## src/hdl/sha1_pkg.sv

```systemverilog
// SHA-1 digest package: shared constants, control struct and round functions.
// No dependencies.
`timescale 1ns / 1ps
package sha1_pkg;
    localparam int unsigned QDEPTH = 4;
    localparam int unsigned QAW = 2;
    localparam logic [31:0] H_INIT [5] = '{32'h67452301, 32'hEFCDAB89, 32'h98BADCFE,
                                           32'h10325476, 32'hC3D2E1F0};
    localparam logic [7:0] PAD_BYTE = 8'h80;

    typedef struct packed {
        logic [7:0] msg_byte;
        logic       has_byte;
        logic       end_of_message;
    } t_item;

    function automatic logic [31:0] round_k(input logic [6:0] r);
        if (r < 7'd20) return 32'h5A827999;
        else if (r < 7'd40) return 32'h6ED9EBA1;
        else if (r < 7'd60) return 32'h8F1BBCDC;
        else return 32'hCA62C1D6;
    endfunction

    function automatic logic [31:0] round_f(input logic [6:0] r, input logic [31:0] b,
                                            input logic [31:0] c, input logic [31:0] d);
        if (r < 7'd20) return (b & c) | (~b & d);
        else if (r < 7'd40) return b ^ c ^ d;
        else if (r < 7'd60) return (b & c) | (b & d) | (c & d);
        else return b ^ c ^ d;
    endfunction
endpackage

```

## src/hdl/sha1_front.sv

```systemverilog
// SHA-1 front end: input queue that buffers incoming beats.
// Depends on sha1_pkg.
`timescale 1ns / 1ps
module sha1_front (
    input  logic           i_clk,
    input  logic           i_rst_n,
    input  logic           i_push,
    input  sha1_pkg::t_item i_item,
    output logic           o_full,
    output logic           o_valid,
    output sha1_pkg::t_item o_item,
    input  logic           i_take
);
    import sha1_pkg::*;
    t_item r_q [QDEPTH];
    logic [QAW-1:0] r_wp, r_rp;
    logic [QAW:0] r_cnt;
    logic w_wr, w_rd;

    assign o_full  = (r_cnt == (QAW+1)'(QDEPTH));
    assign o_valid = (r_cnt != '0);
    assign o_item  = r_q[r_rp];
    assign w_wr = i_push && !o_full;
    assign w_rd = i_take && o_valid;

    always_ff @(posedge i_clk) begin
        if (w_wr) begin
            r_q[r_wp] <= i_item;
        end
        if (!i_rst_n) begin
            r_wp <= '0;
            r_rp <= '0;
            r_cnt <= '0;
        end else begin
            if (w_wr) r_wp <= r_wp + 1'b1;
            if (w_rd) r_rp <= r_rp + 1'b1;
            r_cnt <= r_cnt + (QAW+1)'(w_wr) - (QAW+1)'(w_rd);
        end
    end
endmodule

```

## src/hdl/sha1_back.sv

```systemverilog
// SHA-1 back end: block assembly, padding, 80-round compression, digest output.
// Depends on sha1_pkg.
`timescale 1ns / 1ps
module sha1_back (
    input  logic            i_clk,
    input  logic            i_rst_n,
    input  logic            i_valid,
    input  sha1_pkg::t_item i_item,
    output logic            o_take,
    output logic            o_empty,
    input  logic            i_pop,
    output logic [31:0]     o_digest_word,
    output logic [2:0]      o_word_index,
    output logic            o_last_word
);
    import sha1_pkg::*;
    typedef enum logic [4:0] {
        S_IDLE = 5'b00001,
        S_PAD  = 5'b00010,
        S_RND  = 5'b00100,
        S_ADD  = 5'b01000,
        S_OUT  = 5'b10000
    } t_state;

    t_state r_st, n_st;
    logic [31:0] r_w [16];
    logic [31:0] r_h [5];
    logic [31:0] r_a, r_b, r_c, r_d, r_e;
    logic [60:0] r_cnt;
    logic [5:0]  r_pos;
    logic [6:0]  r_rnd;
    logic        r_fin, r_lenblk;
    logic [2:0]  r_oi;
    logic [31:0] w_t, w_wn;
    logic [63:0] w_bits;
    logic        w_wbyte;
    logic [7:0]  w_byte;
    logic [5:0]  w_bpos;
    logic [60:0] w_cnt1;

    assign o_take  = (r_st == S_IDLE) && i_valid;
    assign o_empty = (r_st != S_OUT);
    assign o_digest_word = r_h[r_oi];
    assign o_word_index  = r_oi;
    assign o_last_word   = (r_oi == 3'd4);

    assign w_t  = {r_a[26:0], r_a[31:27]} + round_f(r_rnd, r_b, r_c, r_d) + r_e
                  + round_k(r_rnd) + r_w[0];
    assign w_wn = r_w[13] ^ r_w[8] ^ r_w[2] ^ r_w[0];
    assign w_bits = {r_cnt, 3'b000};
    assign w_cnt1 = r_cnt + 61'd1;

    always_comb begin
        w_wbyte = 1'b0;
        w_byte  = i_item.msg_byte;
        w_bpos  = r_cnt[5:0];
        if (r_st == S_IDLE && i_valid && i_item.has_byte) begin
            w_wbyte = 1'b1;
        end else if (r_st == S_PAD) begin
            w_wbyte = 1'b1;
            w_bpos  = r_pos;
            w_byte  = (r_pos == r_cnt[5:0]) ? PAD_BYTE : 8'h00;
        end
    end

    always_comb begin
        n_st = r_st;
        case (r_st)
            S_IDLE: if (i_valid) begin
                if (i_item.has_byte && r_cnt[5:0] == 6'd63) n_st = S_RND;
                else if (i_item.end_of_message) n_st = S_PAD;
            end
            S_PAD: if (r_pos == 6'd63 || r_pos == 6'd55 && r_lenblk) n_st = S_RND;
            S_RND: if (r_rnd == 7'd79) n_st = S_ADD;
            S_ADD: n_st = r_fin ? (r_lenblk ? S_OUT : S_PAD) : S_IDLE;
            S_OUT: if (i_pop && r_oi == 3'd4) n_st = S_IDLE;
            default: n_st = S_IDLE;
        endcase
    end

    always_ff @(posedge i_clk) begin
        if (w_wbyte) begin
            case (w_bpos[1:0])
                2'd0: r_w[w_bpos[5:2]][31:24] <= w_byte;
                2'd1: r_w[w_bpos[5:2]][23:16] <= w_byte;
                2'd2: r_w[w_bpos[5:2]][15:8]  <= w_byte;
                default: r_w[w_bpos[5:2]][7:0] <= w_byte;
            endcase
        end
        if (r_st == S_PAD && r_lenblk && r_pos == 6'd55) begin
            r_w[14] <= w_bits[63:32];
            r_w[15] <= w_bits[31:0];
        end
        if (r_st == S_RND) begin
            for (int i = 0; i < 15; i++) r_w[i] <= r_w[i+1];
            r_w[15] <= {w_wn[30:0], w_wn[31]};
            r_a <= w_t;
            r_b <= r_a;
            r_c <= {r_b[1:0], r_b[31:2]};
            r_d <= r_c;
            r_e <= r_d;
        end else begin
            r_a <= r_h[0];
            r_b <= r_h[1];
            r_c <= r_h[2];
            r_d <= r_h[3];
            r_e <= r_h[4];
        end
        if (!i_rst_n) begin
            r_st <= S_IDLE;
            for (int i = 0; i < 5; i++) r_h[i] <= H_INIT[i];
            r_cnt <= '0;
            r_pos <= '0;
            r_rnd <= '0;
            r_fin <= 1'b0;
            r_lenblk <= 1'b0;
            r_oi <= '0;
        end else begin
            r_st <= n_st;
            case (r_st)
                S_IDLE: if (i_valid) begin
                    r_fin <= i_item.end_of_message;
                    r_rnd <= '0;
                    if (i_item.has_byte) begin
                        r_cnt <= w_cnt1;
                        r_pos <= w_cnt1[5:0];
                        r_lenblk <= (w_cnt1[5:0] < 6'd56) && (w_cnt1[5:0] != 6'd0);
                    end else begin
                        r_pos <= r_cnt[5:0];
                        r_lenblk <= (r_cnt[5:0] < 6'd56);
                    end
                end
                S_PAD: r_pos <= r_pos + 6'd1;
                S_RND: r_rnd <= r_rnd + 7'd1;
                S_ADD: begin
                    r_h[0] <= r_h[0] + r_a;
                    r_h[1] <= r_h[1] + r_b;
                    r_h[2] <= r_h[2] + r_c;
                    r_h[3] <= r_h[3] + r_d;
                    r_h[4] <= r_h[4] + r_e;
                    r_rnd <= '0;
                    r_oi <= '0;
                    r_lenblk <= 1'b1;
                    if (r_fin && !r_lenblk) r_pos <= '0;
                end
                S_OUT: if (i_pop) begin
                    r_oi <= r_oi + 3'd1;
                    if (r_oi == 3'd4) begin
                        for (int i = 0; i < 5; i++) r_h[i] <= H_INIT[i];
                        r_cnt <= '0;
                        r_fin <= 1'b0;
                    end
                end
                default: ;
            endcase
        end
    end
endmodule

```

## src/hdl/sha1_message_digest.sv

```systemverilog
// Channel   | handshake     | payload
// input     | i_push/o_full | i_msg_byte, i_has_byte, i_end_of_message
// result    | o_empty/i_pop | o_digest_word, o_word_index, o_last_word
// A byte beat is taken in the back end's idle state; the 64th byte of a block adds
// a compression (one round per cycle, then the chaining add).
// An end beat adds padding (one byte per cycle) and one or two compressions.
// A four-beat input queue absorbs beats while the back end is busy.
// Reset is synchronous, active low; the result side holds while i_pop is low.
`timescale 1ns / 1ps
module sha1_message_digest (
    input  logic        i_clk,
    input  logic        i_rst_n,
    input  logic        i_push,
    output logic        o_full,
    input  logic [7:0]  i_msg_byte,
    input  logic        i_has_byte,
    input  logic        i_end_of_message,
    output logic        o_empty,
    input  logic        i_pop,
    output logic [31:0] o_digest_word,
    output logic [2:0]  o_word_index,
    output logic        o_last_word
);
    import sha1_pkg::*;
    t_item w_in, w_q;
    logic w_valid, w_take;

    assign w_in = '{msg_byte: i_msg_byte, has_byte: i_has_byte,
                    end_of_message: i_end_of_message};

    sha1_front u_front (
        .i_clk(i_clk), .i_rst_n(i_rst_n), .i_push(i_push), .i_item(w_in),
        .o_full(o_full), .o_valid(w_valid), .o_item(w_q), .i_take(w_take)
    );

    sha1_back u_back (
        .i_clk(i_clk), .i_rst_n(i_rst_n), .i_valid(w_valid), .i_item(w_q),
        .o_take(w_take), .o_empty(o_empty), .i_pop(i_pop),
        .o_digest_word(o_digest_word), .o_word_index(o_word_index),
        .o_last_word(o_last_word)
    );
endmodule

```

## config.mk

```make
export PLATFORM = sky130hd
export DESIGN_NAME = sha1_message_digest
export DESIGN_NICKNAME = d
export VERILOG_FILES = /design/src/hdl/sha1_pkg.sv /design/src/hdl/sha1_front.sv /design/src/hdl/sha1_back.sv /design/src/hdl/sha1_message_digest.sv
export SDC_FILE = /design/constraint.sdc
export NUM_CORES = 2
export LEC_CHECK = 0
export ABC_CLOCK_PERIOD_IN_PS = 7400
export BUFFER_PORTS_ARGS = -buffer_cell sky130_fd_sc_hd__buf_2
export CORE_MARGIN = 1
export CORE_UTILIZATION = 64
export DETAILED_ROUTE_END_ITERATION = 12
export PLACE_DENSITY = 0.85
export SETUP_SLACK_MARGIN = 0.5
export SYNTH_ARGS = -nofsm -noshare
export SYNTH_HDL_FRONTEND = slang
export SYNTH_SLANG_ARGS = --single-unit
```

## constraint.sdc

```tcl
create_clock -name i_clk -period 7.4 [get_ports i_clk]
set_input_delay 0.37 -clock i_clk [delete_from_list [all_inputs] [get_ports i_clk]]
set_output_delay 0.37 -clock i_clk [all_outputs]
set_load 0.05 [all_outputs]
```

==> Yosys cells after proc, flatten, opt, wreduce, memory -nomap -nowiden <==
Memories as Yosys holds them, arrays and structs flattened. A register that Yosys moved wholly into a read port is not among the register bits.
Index checks and enable logic that the tools add are counted.
{ "op_classes": {"n_addsub": 17, "muxes": 93, "n_eq_ne": 24, "order_cmp": 5, "bitwise_logic": 25, "reduce_logical": 31} }
{ "ops": {"columns": ["op", "count"], "rows": [
  ["two-way mux 32 bit", 23],
  ["adder 32 bit", 9],
  ["two-way mux 61 bit", 4],
  ["bitwise XOR 32 bit", 5],
  ["AND 32 bit", 4],
  ["one-hot mux 61 bit (2 select lines)", 1],
  ["bitwise OR 32 bit", 3],
  ["adder 61 x 1 -> 61 bit, second input constant", 1],
  ["two-way mux 5 bit", 8],
  ["two-way mux 1 bit", 34],
  ["NOT 32 bit", 1],
  ["OR reduction 32 bit", 1],
  ["two-way mux 31 bit", 1],
  ["two-way mux 6 bit", 5],
  ["one-hot mux 5 bit (5 select lines)", 1],
  ["two-way mux 8 bit", 3],
  ["one-hot mux 7 bit (3 select lines)", 1],
  ["equality test 6 bit, second input constant", 3],
  ["one-hot mux 6 bit (3 select lines)", 1],
  ["< comparator 7 x 6 -> 1 bit, second input constant", 2],
  ["< comparator 6 bit, second input constant", 2],
  ["!= test 2 x 1 -> 1 bit, second input constant", 6],
  ["bitwise OR 1 bit", 12],
  ["logical AND 1 bit", 11],
  ["other kinds (37)", 53]
]} }
{ "totals": {"out_inout_bits": 38, "ram_bits": 712, "inputBits": 14, "mem_count": 3, "reg_bits": 251, "word_cells": 213} }
{ "memory_table": {"columns": ["name", "words", "word_bits", "rd", "rd_ports_with_merged_regs", "wr", "line_no", "source"], "rows": [
  ["u_back.r_w", 16, 32, 16, 0, 16, "sha1_back.sv:26", "logic [31:0] r_w [16];"],
  ["u_back.r_h", 5, 32, 6, 1, 5, "sha1_back.sv:27", "logic [31:0] r_h [5];"],
  ["u_front.r_q", 4, 10, 1, 1, 1, "sha1_front.sv:15", "t_item r_q [QDEPTH];"]
]} }

==> Logic depth before layout (Yosys ltp) <==
{ "depth": {"depth_word": 11, "ltp_mapped": 27} }

==> Hierarchy <==
From an unflattened synthesis, not the netlist that was laid out.
{ "unflattened": {"hier_cells": 4707, "hier_area_um2": 52316.4} }
{ "modules_own_cells": {"columns": ["module", "area_each_um2", "n_inst", "cells_each"], "rows": [
  ["sha1_back", 50390.8, 1, 4607],
  ["sha1_front", 1925.6, 1, 100]
]} }

==> Worst setup path before layout <==
No wires, ideal clock.
{ "synth_timing": {"path_type": "reg2reg", "from": "reg u_back.r_oi[0] (netlist: u_back.o_word_index[0])", "to": "mem u_back.r_h[0][0], enable pin", "synth_period_minus_slack_ns": 6.869, "setup_time_ns": 1.720, "stages_incl_launch_ff": 6, "n_path_buf": 0, "arrival_time_ns": 5.150, "t_required_ns": 5.680, "setup_slack_ns": 0.531, "path_cell_list": "dfxtp_1 -> inv_1 -> ha_1 -> and2_1 -> nand4_1 -> nand3_1"} }
{ "synth_rtl": {"columns": ["element", "line_no", "source"], "rows": [
  ["from (decl)", "sha1_back.sv:33", "logic [2:0] r_oi;"],
  ["from (signal assigned)", "sha1_back.sv:147", "r_oi <= r_oi + 3'd1;"],
  ["to (decl)", "sha1_back.sv:27", null]
]} }

==> Final worst setup path <==
{ "layout_timing": {"from": "reg u_back.r_rnd[5]", "to": "reg u_back.r_a[29]"} }
{ "layout_between": {"elab_chain_len": 9} }
{ "layout_rtl": {"columns": ["element", "line_no", "source"], "rows": [
  ["from (decl)", "sha1_back.sv:31", "logic [6:0] r_rnd;"],
  ["from (signal assigned)", "sha1_back.sv:134", "S_RND: r_rnd <= r_rnd + 7'd1;"],
  ["< comparator 7 x 6 -> 1 bit", "sha1_pkg.sv:20, sha1_pkg.sv:28", null],
  ["two-way mux 32 bit", "sha1_pkg.sv:28", "else if (r < 7'd60) return (b & c) | (b & d) | (c & d);"],
  ["two-way mux 32 bit", "sha1_pkg.sv:27", "else if (r < 7'd40) return b ^ c ^ d;"],
  ["two-way mux 32 bit", "sha1_pkg.sv:26", "if (r < 7'd20) return (b & c) | (~b & d);"],
  ["adder 32 bit (2 in series)", "sha1_back.sv:47", "assign w_t = {r_a[26:0], r_a[31:27]} + round_f(r_rnd, r_b, r_c, r_d) + r_e"],
  ["adder 32 bit * (2 in series)", "sha1_back.sv:48", "+ round_k(r_rnd) + r_w[0];"],
  ["two-way mux 32 bit *", "sha1_back.sv:94", "if (r_st == S_RND) begin"],
  ["to (signal assigned)", "sha1_back.sv:97", "r_a <= w_t;"],
  ["to (signal assigned)", "sha1_back.sv:103", "r_a <= r_h[0];"],
  ["to (decl)", "sha1_back.sv:28", "logic [31:0] r_a, r_b, r_c, r_d, r_e;"]
]} }
Mark *: on every way between the ends. The rest lies on a longest branch, timed or not.
A chain may end at the register's enable or synchronous reset.

==> flow_metrics.env <==
export IMPL_grt_use_total=0.3313
export IMPL_end_kind="register"
export IMPL_worstPathArrival_ns=6.88
export IMPL_period_share=0.8424
export IMPL_wl_per_cell_um=23.42
export IMPL_worst_pin_slew_ns=1.356
export IMPL_final_max_slew_viol_count=0
export IMPL_maxSlewHeadroom=0.08651
export IMPL_numCtsBuffers=98
export IMPL_n_antenna_cell=0
export IMPL_synth_flop_cell="edfxtp_1"
export IMPL_yosysTopAreaCellShare=0.4100
export IMPL_grt_pass1_vias=36100
export IMPL_dieArea_um2=82630
export IMPL_start_util=0.6475
export IMPL_clk_pin_slew_ns=0.07
export IMPL_status="finished, final reports clean"
export IMPL_async_reset_ff_frac=0
export IMPL_drv_cap=0
export IMPL_area_growth_pct=9.086
export IMPL_max_vdd_ir_drop_v=0.0004324
export IMPL_viasPerCell=6.433
export IMPL_boundaryPins=52
export IMPL_antenna_found_initial=2
export IMPL_cp_required_ns=8.05
export IMPL_rsz0062_at_grt="no"
export IMPL_ys_seq_area_frac=0.5082
export IMPL_path_buf_inv=7
export IMPL_drive_above_1_share=0.08242
export IMPL_critPathLaunchType="register"
export IMPL_slowest_stage="or4b_2"
export IMPL_cts_resized=0
export IMPL_drt_iter0_markers=4183
export IMPL_power_density_nw_per_um2=351.6
export IMPL_yosys_warnings=0
export IMPL_syn_inst=4690
export IMPL_p_leak_nw=23.46
export IMPL_period_needed_ns=6.234
export IMPL_dr_pass1_iters=8
export IMPL_synth_most_common_cell="edfxtp_1"
export IMPL_fin_worst_skew_ns=0.05438
export IMPL_clockBufferDepth=3
export IMPL_synthTopCellsByCount="edfxtp_1, nand2_1, a21o_1, nor2_1, dfxtp_1"
export IMPL_cts_max_level=3
export IMPL_tritoncts="done"
export IMPL_fmaxAchievable_mhz=160.4
export IMPL_fin_tns_setup_ns=0
export IMPL_synth_largest_area_cell="edfxtp_1"
export IMPL_ys_ff_latch=968
export IMPL_grt_pass1_wl_mm=209.5
export IMPL_synth_edf_count=712
export IMPL_cts_root_buf="clkbuf_16"
export IMPL_fp_coreArea_um2=80550
export IMPL_crit_path_frequent_cell="inv_1"
export IMPL_avgSynthCellArea_um2=11.12
export IMPL_grt_start_max_net_pins=236
export IMPL_detail_route_antenna_nets=0
export IMPL_setup_violations=0
export IMPL_die_w_um=287.5
export IMPL_die_height_um=287.5
export IMPL_cpLargestDelayFamily="simple AND/OR/NAND/NOR gates"
export IMPL_gp_congestion=0.9889
export IMPL_via_count=37420
export IMPL_route_detailed_drc=0
export IMPL_dpl_hpwl_mm=93.76
export IMPL_gr_total_overflow=0
export IMPL_timing_worst_setup_path_type="reg -> reg"
export IMPL_ys_types=89
export IMPL_portBuffers=51
export IMPL_rows=104
export IMPL_drt_wl_total_mm=136.2
export IMPL_holdWs_ns=0.08650
export IMPL_hp_class="in -> reg"
export IMPL_postCtsHoldBufs=11
export IMPL_syn_area_um2=52150
export IMPL_fin_nets=5040
export IMPL_cts_sinks=968
export IMPL_postCtsSetupBuffers=0
export IMPL_syn_nets=5060
export IMPL_hold_viol=0
export IMPL_max_stage_delay_ns=0.60
export IMPL_clock_latency_ns=0.72
export IMPL_cp_max_fo=34
export IMPL_synthTopCellsByArea="edfxtp_1, dfxtp_1, a21o_1"
worst paths after layout:
kind	start	to	slack, ns	depth (start not counted)
worst max-delay path	u_back.r_rnd[5]	u_back.r_a[29]	1.17	25
worst min-delay path	i_pop	u_back.o_word_index[1]	0.09	4
worst max register to register	u_back.r_rnd[5]	u_back.r_a[29]	1.17	25
worst min register to register	u_back.r_w[9][15]	u_back.r_w[8][15]	0.50	1
per-layer routing:
metal | global-route usage | vias up | part of all wire
met3 | 0.05634 | 334 | 0.097
met5 | 0 | - | 0.00016
met4 | 0.1519 | 4 | 0.048
met1 | 0.4542 | 18320 | 0.40
met2 | 0.5183 | 1914 | 0.46
li1 | - | 16840 | -
power breakdown:
| part | switching (mW) | internal (mW) |
|---|---|---|
| logic | 4.29 | 3.13 |
| clock network | 2.20 | 3.01 |
| registers | 0.453 | 6.91 |
stage by stage:
step / util / cell area, um2 / worst slack, ns / total power, mW / cells
final: 0.7063 / 56890 / 1.166 / 20.00 / 5816
after global routing: 0.7063 / 56890 / 0.7701 / 21.00 / 5816
after CTS: 0.7061 / 56880 / 1.168 / 19.95 / 5815
after detailed placement: 0.6625 / 53360 / 1.163 / 14.72 / 5618
after global placement: 0.6625 / 53360 / 1.220 / 14.46 / 5618
after floorplan: - / 52150 / 0.5307 / 12.81 / 4690
cell families (layout without fill, tap and decap cells):
group                      count (synthesis)  after routing  share of synthesized area
adders and majority gates                356            356                     0.1034
buffers and inverters                    469            535                    0.03433
muxes                                     81             81                    0.02675
xor gates and xnor gates                 324            324                    0.05441
and+or+nand+nor                         1267           1267                     0.1093
AOI/OAI and AO/OA                       1225           1225                     0.1636
DFF                                      968            968                     0.5082
state kept, by name, indices dropped and copies added (netlist names), 32 cells and up, named ones only:
name          flops
u_back.r_h      160
u_back.r_c       32
u_back.r_cnt     61
u_front.r_q      40
u_back.r_a       32
u_back.r_b       32
u_back.r_w      512
u_back.r_d       32
u_back.r_e       32
placed cells by master (no fill, tap or decap), drive strengths merged, types with 32 or more instances in the layout:
master	instances
edfxtp	712
nand2	603
a21o	541
nor2	284
dfxtp	256
ha	231
inv	228
o21ai	225
xnor2	167
xor2	157
a21oi	154
clkbuf	153
fa	125
buf	111
nand3	64
a221o	62
nor2b	56
and3	45
mux4	42
nor3	41
mux2	32
layout make-up:
class	instances	area (um2)
Sequential cell	968	26510
Multi-Input combinational cell	3253	23950
Fill cell	5498	23660
Clock buffer	153	2836
Tap cell	1060	1326
Inverter	227	852.1
Timing Repair Buffer	122	850.8
Clock inverter	33	569.3
worst min-delay path: stages:
cell	delay, ns
buf_2	0.12
nand2_1	0.09
nand3_1	0.09
a21oi_1	0.08
No activity file was read; power rests on OpenSTA's default activity.
